===== config.mk =====
export PLATFORM = sky130hd
export DESIGN_NAME = fasta_record_parser_core
export DESIGN_NICKNAME = d
export VERILOG_FILES = /design/src/hw/rtl/frp_pkg.sv /design/src/hw/rtl/frp_step.sv /design/src/hw/rtl/fasta_record_parser_core.sv
export SDC_FILE = /design/constraint.sdc
export NUM_CORES = 1
export LEC_CHECK = 0
export ABC_CLOCK_PERIOD_IN_PS = 7040
export CAP_MARGIN = 30
export CORE_MARGIN = 2
export CORE_UTILIZATION = 55
export CTS_CLUSTER_SIZE = 16
export DETAILED_ROUTE_END_ITERATION = 16
export DONT_BUFFER_PORTS = 1
export PLACE_DENSITY = 0.7
export SYNTH_ARGS = -nofsm -noshare
export SYNTH_HDL_FRONTEND = slang
export SYNTH_HIERARCHICAL = 1
export SYNTH_SLANG_ARGS = --single-unit
export TNS_END_PERCENT = 30

===== constraint.sdc =====
create_clock -name clk -period 7.04 [get_ports clk]
set_input_delay 1.408 -clock clk [delete_from_list [all_inputs] [get_ports clk]]
set_output_delay 1.408 -clock clk [all_outputs]
set_load 0.01 [all_outputs]

===== src/hw/rtl/frp_pkg.sv =====
// Types and constants shared by the FASTA record parser modules.
// No dependencies; imported by frp_step and fasta_record_parser_core.
`timescale 1ns / 1ps

package frp_pkg;

  // Characters that steer the parser.
  localparam logic [7:0] CH_GT   = 8'h3E;
  localparam logic [7:0] CH_SEMI = 8'h3B;
  localparam logic [7:0] CH_NL   = 8'h0A;
  localparam logic [7:0] CH_PRINT_LO = 8'h20;
  localparam logic [7:0] CH_PRINT_HI = 8'h7E;

  // Result kinds.
  localparam logic [1:0] KIND_NONE       = 2'd0;
  localparam logic [1:0] KIND_LABEL      = 2'd1;
  localparam logic [1:0] KIND_SITE       = 2'd2;
  localparam logic [1:0] KIND_RECORD_END = 2'd3;

  // Error codes.
  localparam logic [3:0] ERR_OK             = 4'd0;
  localparam logic [3:0] ERR_NO_GT          = 4'd1;
  localparam logic [3:0] ERR_EMPTY_LABEL    = 4'd2;
  localparam logic [3:0] ERR_BAD_LABEL_END  = 4'd3;
  localparam logic [3:0] ERR_NO_SEQUENCE    = 4'd4;
  localparam logic [3:0] ERR_INVALID_SYMBOL = 4'd5;
  localparam logic [3:0] ERR_EMPTY_LINE     = 4'd6;
  localparam logic [3:0] ERR_NO_FINAL_NL    = 4'd7;
  localparam logic [3:0] ERR_EMPTY_SEQUENCE = 4'd8;

  // Casing modes.
  localparam logic [1:0] CASE_KEEP  = 2'd0;
  localparam logic [1:0] CASE_UPPER = 2'd1;
  localparam logic [1:0] CASE_LOWER = 2'd2;

  // Configuration register indexes.
  localparam logic [2:0] REG_CASING   = 3'd0;
  localparam logic [2:0] REG_VALIDATE = 3'd1;
  localparam logic [2:0] REG_MAP_0    = 3'd2;
  localparam logic [2:0] REG_MAP_1    = 3'd3;
  localparam logic [2:0] REG_MAP_2    = 3'd4;
  localparam logic [2:0] REG_MAP_3    = 3'd5;

  typedef enum logic [2:0] {
    PH_START       = 3'd0,
    PH_LABEL_FIRST = 3'd1,
    PH_LABEL       = 3'd2,
    PH_SEQ_FIRST   = 3'd3,
    PH_COMMENT     = 3'd4,
    PH_SITES       = 3'd5,
    PH_DONE        = 3'd6
  } phase_t;

  typedef struct packed {
    phase_t     phase;
    logic       record_has_site;
    logic       line_has_char;
    logic [3:0] sticky_error;
  } parse_state_t;

  typedef struct packed {
    logic [1:0]   casing_mode;
    logic         validate_enable;
    logic [255:0] valid_map;
  } parse_cfg_t;

  typedef struct packed {
    logic [1:0] kind;
    logic [7:0] ch;
    logic [3:0] error_code;
    logic       line_inc;
  } step_result_t;

endpackage


===== src/hw/rtl/frp_step.sv =====
// Per-byte decision logic of the FASTA record parser: next parse state and result.
// Depends on frp_pkg.
`timescale 1ns / 1ps

module frp_step
  import frp_pkg::*;
(
  input  parse_state_t cur,
  input  parse_cfg_t   cfg,
  input  logic [7:0]   text_byte,
  input  logic         end_of_stream,
  output parse_state_t nxt,
  output step_result_t res
);

  logic       printable;
  logic [7:0] site_ch;
  logic [3:0] err;
  logic [1:0] kind;
  logic [7:0] ch;

  assign printable = (text_byte >= CH_PRINT_LO) && (text_byte <= CH_PRINT_HI);

  always_comb begin
    site_ch = text_byte;
    if (cfg.casing_mode == CASE_UPPER && text_byte >= 8'h61 && text_byte <= 8'h7A) begin
      site_ch = text_byte - 8'h20;
    end else if (cfg.casing_mode == CASE_LOWER && text_byte >= 8'h41
                 && text_byte <= 8'h5A) begin
      site_ch = text_byte + 8'h20;
    end
  end

  always_comb begin
    nxt  = cur;
    kind = KIND_NONE;
    ch   = 8'h00;
    err  = ERR_OK;
    res  = '0;
    if (cur.sticky_error == ERR_OK && cur.phase != PH_DONE) begin
      unique case (cur.phase)
        PH_START: begin
          if (end_of_stream) nxt.phase = PH_DONE;
          else if (text_byte == CH_GT) nxt.phase = PH_LABEL_FIRST;
          else err = ERR_NO_GT;
        end
        PH_LABEL_FIRST: begin
          if (!end_of_stream && printable) begin
            kind = KIND_LABEL;
            ch = text_byte;
            nxt.phase = PH_LABEL;
          end else begin
            err = ERR_EMPTY_LABEL;
          end
        end
        PH_LABEL: begin
          if (end_of_stream) err = ERR_BAD_LABEL_END;
          else if (printable) begin
            kind = KIND_LABEL;
            ch = text_byte;
          end else if (text_byte == CH_NL) nxt.phase = PH_SEQ_FIRST;
          else err = ERR_BAD_LABEL_END;
        end
        PH_COMMENT: begin
          if (end_of_stream) err = ERR_NO_SEQUENCE;
          else if (text_byte == CH_NL) nxt.phase = PH_SEQ_FIRST;
        end
        default: begin
          // Start of the first line after the label: comments, or the checks
          // for a record with no sequence at all.
          if (cur.phase == PH_SEQ_FIRST && !cur.line_has_char
              && (end_of_stream || text_byte == CH_SEMI || text_byte == CH_GT)) begin
            if (end_of_stream) err = ERR_NO_SEQUENCE;
            else if (text_byte == CH_SEMI) nxt.phase = PH_COMMENT;
            else err = ERR_EMPTY_SEQUENCE;
          end else if (!cur.line_has_char && (end_of_stream || text_byte == CH_GT)) begin
            kind = KIND_RECORD_END;
            nxt.record_has_site = 1'b0;
            nxt.phase = end_of_stream ? PH_DONE : PH_LABEL_FIRST;
          end else if (!cur.line_has_char && text_byte == CH_NL) begin
            err = ERR_EMPTY_LINE;
          end else if (cur.line_has_char && end_of_stream) begin
            err = ERR_NO_FINAL_NL;
          end else if (cur.line_has_char && text_byte == CH_NL) begin
            nxt.line_has_char = 1'b0;
            nxt.phase = PH_SITES;
          end else if (cfg.validate_enable && !cfg.valid_map[site_ch]) begin
            err = ERR_INVALID_SYMBOL;
          end else begin
            kind = KIND_SITE;
            ch = site_ch;
            nxt.line_has_char = 1'b1;
            nxt.record_has_site = 1'b1;
            nxt.phase = PH_SITES;
          end
        end
      endcase
      if (err != ERR_OK) begin
        nxt = cur;
        nxt.sticky_error = err;
        kind = KIND_NONE;
        ch = 8'h00;
      end else begin
        res.line_inc = !end_of_stream && (text_byte == CH_NL);
      end
    end
    res.kind = kind;
    res.ch = ch;
    res.error_code = nxt.sticky_error;
  end

endmodule


===== src/hw/rtl/fasta_record_parser_core.sv =====
// Top level of the FASTA record parser: stream ports, configuration registers,
// parse state, line counter and output register. Depends on frp_pkg and frp_step.
`timescale 1ns / 1ps

// The parser takes one transaction per clock cycle: each text byte (or the
// end-of-stream marker on s_tlast) produces exactly one result transaction,
// registered once, and a new byte is accepted in every cycle in which the
// output register is empty or being drained. The state update and the
// 256-entry symbol map lookup are combinational. Configuration is written
// through cfg_we, cfg_index and cfg_data and should only change while no
// transaction is in flight.
module fasta_record_parser_core
  import frp_pkg::*;
#(
  parameter int LINE_COUNT_BITS = 32
) (
  input  logic        clk,
  input  logic        rst,
  input  logic        s_tvalid,
  output logic        s_tready,
  input  logic [7:0]  s_tdata,   // [7:0] text_byte
  input  logic        s_tlast,   // end_of_stream
  output logic        m_tvalid,
  input  logic        m_tready,
  output logic [47:0] m_tdata,   // [7:0] char_out, [11:8] error_code, [43:12] line_number
  output logic [1:0]  m_tuser,   // [1:0] item_kind
  input  logic        cfg_we,
  input  logic [2:0]  cfg_index,
  input  logic [63:0] cfg_data
);

  parse_cfg_t           cfg;
  parse_state_t         st;
  parse_state_t         st_next;
  step_result_t         res;
  logic [LINE_COUNT_BITS-1:0] line_counter;
  logic [63:0]          line_ext;
  logic [31:0]          line_out;
  logic                 accept;

  // No transaction is taken while reset is held.
  assign s_tready = !rst && (!m_tvalid || m_tready);
  assign accept   = s_tvalid && s_tready;

  frp_step u_step (
    .cur           (st),
    .cfg           (cfg),
    .text_byte     (s_tdata),
    .end_of_stream (s_tlast),
    .nxt           (st_next),
    .res           (res)
  );

  // The reported line is the one holding the byte, saturated to 32 bits.
  assign line_ext = 64'(line_counter);
  assign line_out = (|line_ext[63:32]) ? 32'hFFFF_FFFF : line_ext[31:0];

  always_ff @(posedge clk) begin
    if (rst) begin
      cfg.casing_mode     <= CASE_KEEP;
      cfg.validate_enable <= 1'b0;
      cfg.valid_map       <= '1;
    end else if (cfg_we) begin
      unique case (cfg_index)
        REG_CASING:   cfg.casing_mode <= cfg_data[1:0];
        REG_VALIDATE: cfg.validate_enable <= cfg_data[0];
        REG_MAP_0:    cfg.valid_map[63:0] <= cfg_data;
        REG_MAP_1:    cfg.valid_map[127:64] <= cfg_data;
        REG_MAP_2:    cfg.valid_map[191:128] <= cfg_data;
        REG_MAP_3:    cfg.valid_map[255:192] <= cfg_data;
        default: ;
      endcase
    end
  end

  always_ff @(posedge clk) begin
    if (rst) begin
      st.phase           <= PH_START;
      st.record_has_site <= 1'b0;
      st.line_has_char   <= 1'b0;
      st.sticky_error    <= ERR_OK;
      line_counter       <= LINE_COUNT_BITS'(1);
      m_tvalid           <= 1'b0;
    end else begin
      if (accept) begin
        st <= st_next;
        if (res.line_inc && line_counter != '1) begin
          line_counter <= line_counter + LINE_COUNT_BITS'(1);
        end
        m_tvalid <= 1'b1;
      end else if (m_tready) begin
        m_tvalid <= 1'b0;
      end
    end
  end

  always_ff @(posedge clk) begin
    if (accept) begin
      m_tuser <= res.kind;
      m_tdata <= {4'b0000, line_out, res.error_code, res.ch};
    end
  end

`ifndef SYNTHESIS
  // Once an error is latched it never changes until reset.
  a_sticky_error: assert property (@(posedge clk) disable iff (rst)
    st.sticky_error != ERR_OK |=> st.sticky_error == $past(st.sticky_error))
    else $error("sticky error changed");

  // The line counter never moves backwards outside reset.
  a_line_monotonic: assert property (@(posedge clk) disable iff (rst)
    !$past(rst) |-> line_counter >= $past(line_counter))
    else $error("line counter decreased");

  // A character result is never paired with an error code.
  a_kind_no_error: assert property (@(posedge clk) disable iff (rst)
    m_tvalid && m_tuser != KIND_NONE |-> m_tdata[11:8] == ERR_OK)
    else $error("result kind with error set");

  // Nothing moves once the parse has finished or failed.
  a_frozen: assert property (@(posedge clk) disable iff (rst)
    (st.phase == PH_DONE || st.sticky_error != ERR_OK) |=> $stable(st))
    else $error("parser state moved after finishing");
`endif

endmodule


# [Yosys cells after proc, flatten, opt, wreduce, memory -nomap -nowiden]
# Index checks and enable logic that the tools add are counted.
[word_totals] regBits=346 ram_bits=0 output_inout_bits=52 n_memories=0 latch_bits=0 mem_bits_ro=0
[classes] n_eq_ne=27 n_lt_le_gt_ge=7 shift=0 mux=72 n_div=0 reduce_logical=44 addsub=3 bitwise_logic=7 multipliers=0
[ops] op="8-bit two-way mux" count=11
[ops] op="4-bit two-way mux" count=14
[ops] op="5-bit two-way mux" count=9
[ops] op="3-bit two-way mux" count=14
[ops] op="32-bit by 1-bit adder with 32-bit output, second input constant" count=1
[ops] op="32-bit != test, second input constant" count=1
[ops] op="8-bit by 7-bit less-or-equal comparator with 1-bit output, second input constant" count=3
[ops] op="8-bit one-hot mux with 3 select lines" count=1
[ops] op="1-bit logical AND" count=18
[ops] op="2-bit two-way mux" count=9
[ops] op="8-bit by 6-bit equality test with 1-bit output, second input constant" count=2
[ops] op="8-bit by 7-bit greater-or-equal comparator with 1-bit output, second input constant" count=2
[ops] op="4-bit one-hot mux with 4 select lines" count=1
[ops] op="7-bit by 5-bit != test with 1-bit output, second input constant" count=2
[ops] op="2-bit AND reduction" count=7
[ops] op="13-bit AND reduction" count=1
[ops] op="3-bit by 2-bit equality test with 1-bit output, second input constant" count=4
[ops] op="3-bit one-hot mux with 4 select lines" count=1
[ops] op="1-bit two-way mux" count=10
[ops] op="10-bit != test, second input constant" count=1
[ops] op="3-bit equality test, second input constant" count=3
[ops] op="8-bit by 9-bit less-than comparator with 1-bit output, second input constant" count=1
[ops] op="9-bit AND reduction" count=1
[ops] op="8-bit by 6-bit adder with 8-bit output, second input constant" count=1
[ops] op="24 further kinds" count=42

# [Depth between registers and ports, before layout]
# Gate-level depths: netlist (run 1).
[depth] ltp_word=22 ltp_mapped=19 mapped_depth_nobuf=15

# [Modules after synthesis]
# The synthesis (run 1) kept the hierarchy.
[modules_own_cells] module="fasta_record_parser_core" instances=1 seq_area_each_um2=7407.1 area_per_inst_um2=12459.4 cells_per_inst=1281
[modules_own_cells] module="frp_step" instances=1 seq_area_each_um2=0.0 area_per_inst_um2=3319.4 cells_per_inst=428

# [Least setup slack after synthesis (run 1)]
# No wires, ideal clock.
[synth_timing] path_kind="input to register" from="input s_tdata[1]" to="register line_counter[23]" setup_ps=121 n_path_buf=6 path_slack_ps=2210 t_arrival_ps=4709 cell_stages=18 cell_sequence="buf_4 -> buf_6 -> buf_4 -> buf_4 -> buf_4 -> nand4_1 -> nor2_1 -> o21ai_0 -> a32oi_1 -> nand4_1 -> nor3_2 -> o21ai_4 -> nor3_1 -> nor3b_4 -> buf_4 -> nand2_1 -> nor4_2 -> mux2_4"
[synth_rtl] item="start: declaration" line_no="fasta_record_parser_core.sv:21" source="input logic [7:0] s_tdata,"
[synth_rtl] item="end signal: assignment" line_no="fasta_record_parser_core.sv:88" source="line_counter <= line_counter + LINE_COUNT_BITS'(1);"
[synth_rtl] item="end: declaration" line_no="fasta_record_parser_core.sv:36" source="logic [LINE_COUNT_BITS-1:0] line_counter;"

==> results by group, run 1 <==
Status
  • Run status: finished, final reports clean

GRT
  • Gr busiest metal: met2
  • Met2 Use GR: 0.400
  • Met3 usage: 0.0550
  • Vias in the first global route: roughly 12000
  • Largest net degree at the start of global routing: 144
  • First-pass GRT wire length: between 60000 and 70000 um
  • Tot GR Track Use: 0.258
  • Initial antenna violation count: 0
  • Met1 Resource Use GR: 0.362
  • Remaining global-route overflow: 0

Clocking
  • Clock Pin Slew Worst Setup and Hold Paths: 0.06 ns
  • Resized cells post-CTS: 0
  • Clock Latency Late Sink: 0.52 ns
  • Sink Count: 346
  • Root buf cell: clkbuf_16
  • Postcts setup bufs: 0
  • Clock tree buffer depth: 3
  • H-tree levels: 2
  • CTS tree: yes
  • Post-CTS Hold Buffers: 0
  • Num CTS Buffers: 36

Finish
  • Most common library cell in the layout ignoring fill and taps: nand2_1
  • Fillers: roughly 2400
  • Share of cells above drive strength 1: 0.0813
  • Nets@finish: ~1700
  • Area grow syn2layout: 8.39%
  • Most frequent cells in the layout: nand2_1 (445), dfxtp_1 (300), mux2i_1 (223), nand3_1 (170), nor2_1 (47)
  • Antenna diodes: 0

Setup path
  • Arrival @ worst endpoint: 5.91 ns
  • CP endpoint kind: flip-flop
  • Max FO, Critical Path: 115
  • CP Cell Sequence: or3b_2 > o31ai_1 > a21oi_1 > a32oi_1 > nand4_1 > nor3_2 > o21ai_4 > nor3_1 > nor3b_4 > nand3_1 > or4_1 > a21oi_1
  • Critical Path Source Type: primary input
  • Slowest cell delay on critical path: between 0.7 and 0.8 ns
  • FF-to-FF path depth: 12
  • CP dominant cell by count: a21oi_1
  • Max stage delay cell, worst path: nor3b_4
  • CP Class: primary input to flip-flop
  • Worst EP required: approximately 7.5 ns

Die
  • Die ar.: roughly 30000 um^2
  • FP Rows: 61
  • Boundary pin count: roughly 130
  • Starting density of the core: 0.562
  • Die Span X: ~170 um
  • Core Area: around 28000 um^2
  • Die Ht: ~170 um

STA
  • Crit share post-route: 0.776
  • Tightest Pin Transition: ~0.93 ns
  • Min Clock Period, post-route: between 5 and 6 ns
  • Post-route setup TNS: 0 ns
  • Final hold vios: 0
  • RSZ-0062 raised after global routing: false
  • Max-Slew Margin vs Limit: 0.382
  • Achievable Freq: ~0.18 GHz
  • Final setup violation count: 0
  • Clock Skew: 0.0132 ns
  • Final slew viol count: 0

Route
  • Drt via density: roughly 6.0
  • Post-route ant nets: 0
  • First-pass DRT Iterations: 7
  • Post-Route WL: just under 40000 um
  • Initial DRC Count: approximately 1200
  • DR vias: about 12000
  • Residual DRC: 0
  • Wire per inst: 19.1 um

Logic synthesis
  • Synthesized area: 15700 um^2
  • Post-synthesis cell count: ~1700
  • Post-synthesis average cell area: 9.24 um^2
  • Synth warnings: 6

Power
  • Pleak: about 6.5 nW
  • Total chip power: 4.36 mW
  • P per Cell Area: 256 nW/um^2
  • Worst IR Drop VDD: around 0.17 mV

Job
  • Max_cap viols: 0

Place
  • GP Congestion: slightly below 0.9
  • Post-DP HPWL: 24800 um
  • Number of port buffers: 0

Worst hold path
  • Hold Path Cell Cnt: 2
  • Worst Hold Class: flip-flop to flip-flop
==> critical path, delay by kind of cell <==
kind	cells	cell delay, ns
simple gates	7	3.18
compound gates	5	1.13
==> final cells by class <==
type / count / area [um^2] / share of cell area
flip-flops and latches: 346 / 7390 / 0.433
well taps: 378 / 473 / 0.0277
clock inverters: 14 / 131 / 0.00770
clock buffers: 52 / 1120 / 0.0655
multi-input cells: 1224 / 7750 / 0.455
repair buffers: 16 / 153 / 0.00895
inverters: 9 / 38.8 / 0.00227
==> flip-flops by register name, indices dropped and copies added (netlist names) <==
| name | count |
|---|---|
| m_tdata | 44 |
| st | 8 |
| line_counter | 32 |
| cfg | 259 |
| m_tuser | 2 |
| m_tvalid | 1 |
==> per-stage QoR <==
stage           util  worst slack, ns  hold slack [ns]  std cells  area (um^2)
2_1_floorplan      -             2.23            0.432       1706        15700
3_3_place_gp   0.563             1.38            0.446       1971        15800
3_5_place_dp   0.563             1.25            0.452       1972        15800
4_1_cts        0.608             1.78            0.468       2038        17000
5_1_grt        0.609             1.37            0.484       2039        17100
6_report       0.609             1.58            0.465       2039        17100
==> final timing paths <==
| check | startpoint | end | slack, ns |
|---|---|---|---|
| setup / recovery | s_tdata[1] | line_counter[28]$_SDFFE_PP0P_ | 1.58 |
| hold reg to reg | cfg[85]$_SDFFE_PP1P_ | cfg[85]$_SDFFE_PP1P_ | 0.46 |
| hold / removal | cfg[85]$_SDFFE_PP1P_ | cfg[85]$_SDFFE_PP1P_ | 0.46 |
| setup reg to reg | st[6]$_SDFFE_PP0P_ | line_counter[28]$_SDFFE_PP0P_ | 2.40 |
==> layer usage <==
layer  part of all wire  routed length, um
met5                  0                  0
met4              0.026                996
met3              0.076               2980
met2               0.45              17600
met1               0.45              17400
==> where the power goes <==
group          total (mW)  switching, mW  leakage (nW)  internal [mW]
registers            2.10         0.0391          2.86           2.06
logic               0.298          0.179          3.03          0.119
clock network        1.97          0.787         0.619           1.18
Note: power is estimated with default switching activity, not from simulation.
==> run 2, diff against run 1 <==
--- a/config.mk
+++ b/config.mk
@@ -5,14 +5,14 @@
 export SDC_FILE = /design/constraint.sdc
 export NUM_CORES = 1
 export LEC_CHECK = 0
-export ABC_CLOCK_PERIOD_IN_PS = 7040
+export ABC_CLOCK_PERIOD_IN_PS = 4600
 export CAP_MARGIN = 30
 export CORE_MARGIN = 2
 export CORE_UTILIZATION = 55
 export CTS_CLUSTER_SIZE = 16
 export DETAILED_ROUTE_END_ITERATION = 16
 export DONT_BUFFER_PORTS = 1
-export PLACE_DENSITY = 0.7
+export PLACE_DENSITY = 0.73
 export SYNTH_ARGS = -nofsm -noshare
 export SYNTH_HDL_FRONTEND = slang
 export SYNTH_HIERARCHICAL = 1
==> constraint.sdc (replaced) <==
create_clock -name clk -period 4.6 [get_ports clk]
set_input_delay 0.92 -clock clk [delete_from_list [all_inputs] [get_ports clk]]
set_output_delay 0.92 -clock clk [all_outputs]
set_load 0.01 [all_outputs]
==> results by group, run 2 (synthesis results as in run 1) <==
Finish
  • Antenna diodes: 0
  • Fillers: 2384
  • Area grow syn2layout: 8.73%
  • Most common library cell in the layout ignoring fill and taps: nand2_1
  • Nets@finish: 1729
  • Top reg by flops: cfg
  • Design area: roughly 17000 um^2
  • Max reg flops: ~260
  • Multi-input logic area: 7750 um^2
  • Area occupied by registers: 7390 um^2
  • Largest regs: cfg (259), m_tdata (44), line_counter (32)
  • Most frequent cells in the layout: nand2_1 (445), dfxtp_1 (300), mux2i_1 (223), nand3_1 (170), nor2_1 (47)
  • Share of cells above drive strength 1: 0.0839

Setup path
  • CP startpoint: s_tdata[1]
  • R2R Setup Slk: between 0.8 and 0.9 ns
  • CP Class: primary input to flip-flop
  • Critical Path Source Type: primary input
  • Stages on the worst setup path: 14
  • Arrival @ worst endpoint: 4.57 ns
  • Max FO, Critical Path: approximately 120
  • Slowest cell delay on critical path: about 0.51 ns
  • Critical path destination: line_counter[10]$_SDFFE_PP0P_
  • CP dominant cell by count: nor3_1
  • Crit path max-delay family: simple AND/OR/NAND/NOR gates
  • Worst Path Buf+Inv: 1
  • Worst r2r dst: line_counter[10]$_SDFFE_PP0P_
  • FF-to-FF path depth: 14
  • CP Cell Sequence: nor4b_1 > a32oi_1 > nor3_1 > a211oi_1 > a2111oi_0 > a41oi_2 > o311ai_4 > o21ai_4 > nor3_1 > nor3b_4 > buf_4 > o211ai_2 > or3_1 > a21oi_1
  • Worst EP required: 5.05 ns
  • CP endpoint kind: flip-flop
  • Worst r2r src: cfg[257]$_SDFFE_PP0P_
  • Max stage delay cell, worst path: a2111oi_0

STA
  • Max-Slew Margin vs Limit: 0.416
  • Achievable Freq: 0.243 GHz
  • Clock Skew: 0.0156 ns
  • Final slew viol count: 0
  • Final hold vios: 0
  • Post-route setup TNS: 0 ns
  • Final setup violation count: 0
  • RSZ-0062 raised after global routing: false
  • Final WS setup: 0.480 ns
  • Worst hold slack: approximately 0.46 ns
  • Min Clock Period, post-route: 4.12 ns
  • Tightest Pin Transition: ~0.88 ns
  • Crit share post-route: 0.896

Die
  • FP Rows: 61
  • Core Area: around 28000 um^2
  • Starting density of the core: 0.562
  • Die Span X: approximately 170 um
  • Die ar.: between 20000 and 30000 um^2
  • Boundary pin count: roughly 130
  • Die Ht: ~170 um

Worst hold path
  • Hold_sp: cfg[157]$_SDFFE_PP1P_
  • Worst Hold Class: flip-flop to flip-flop

Clocking
  • CTS tree: yes
  • Sink Count: between 300 and 400
  • Resized cells post-CTS: 0
  • Num CTS Buffers: 37
  • Clock tree buffer depth: 3
  • Root buf cell: clkbuf_16
  • Clock Pin Slew Worst Setup and Hold Paths: 0.06 ns
  • Post-CTS Hold Buffers: 0
  • Postcts setup bufs: 0
  • Clock Latency Late Sink: 0.51 ns
  • H-tree levels: 2

Power
  • Total chip power: about 6.7 mW
  • Worst IR Drop VDD: between 0.2 and 0.3 mV
  • P per Cell Area: approximately 400 nW/um^2
  • Switching part of the total: 0.228
  • Sw power: ~1.5 mW
  • Pleak: roughly 6.5 nW
  • Combinational Power Share: 0.072
  • Clock network power share: 0.446
  • Cell internal pwr: roughly 5.1 mW
  • Sequential power share: 0.483

Route
  • Wire per inst: ~19 um
  • Post-route ant nets: 0
  • First-pass DRT Iterations: 5
  • Drt via density: approximately 6.0
  • Residual DRC: 0
  • Post-Route WL: 39200 um
  • Initial DRC Count: about 1400
  • DR vias: 12343

GRT
  • Largest net degree at the start of global routing: roughly 120
  • Remaining global-route overflow: 0
  • First-pass GRT wire length: between 60000 and 70000 um
  • Tot GR Track Use: 0.254
  • Initial antenna violation count: 0
  • Vias in the first global route: approximately 11000

Place
  • Post-DP HPWL: 26000 um
  • GP Congestion: around 0.91
  • Placed Instance Area: between 15000 and 20000 um^2
  • Number of port buffers: 0
  • Setup slack at placement: approximately 0.090 ns

Status
  • Run status: finished, final reports clean

Job
  • Max_cap viols: 0
run 2: through the flow:
stage	utilization	instances
finish	0.611	2047
detailed placement	0.567	1982
floorplan	-	1706
global route	0.611	2047
CTS	0.611	2047
global placement	0.567	1981
run 2: final cells by class:
cell class | count | share of cell area
tap | 378 | 0.0277
inverter | 9 | 0.00227
multi-input combinational | 1224 | 0.453
clock buffer | 53 | 0.0625
timing repair buffer | 25 | 0.0139
sequential | 346 | 0.432
clock inverter | 12 | 0.00856
run 2: power by group through the flow:
stage          clock network (mW)  registers [mW]  logic (mW)
6_report                     2.97            3.21       0.478
5_1_grt                      3.13            3.22       0.520
4_1_cts                      3.01            3.21       0.472
3_5_place_dp                    0            3.28       0.468
3_3_place_gp                    0            3.28       0.465
2_1_floorplan                   0            3.26       0.420
run 2: tightest hold or removal path: stages (launching register included):
cell and delay [ns]:
dfxtp_1 0.32, mux2i_1 0.06, nand2_1 0.06
run 2: worst min path at each step:
| stage | to | cells past startpoint |
|---|---|---|
| 4_1_cts | line_counter[29]$_SDFFE_PP0P_ | 1 |
| 2_1_floorplan | m_tdata[26]$_DFFE_PP_ | 0 |
| 6_report | cfg[157]$_SDFFE_PP1P_ | 2 |
| 3_3_place_gp | cfg[138]$_SDFFE_PP1P_ | 2 |
| 3_5_place_dp | cfg[138]$_SDFFE_PP1P_ | 2 |
| 5_1_grt | line_counter[29]$_SDFFE_PP0P_ | 1 |
run 2: per-layer routing:
metal / wire length (um) / track usage / part of all wire / vias to the layer above
met5: 0 / 0 / 0 / -
met4: 699 / 0.0569 / 0.018 / 0
met3: 3430 / 0.0532 / 0.087 / 57
met2: 18100 / 0.404 / 0.46 / 471
met1: 17000 / 0.358 / 0.43 / 5929
li1: - / - / - / 5886
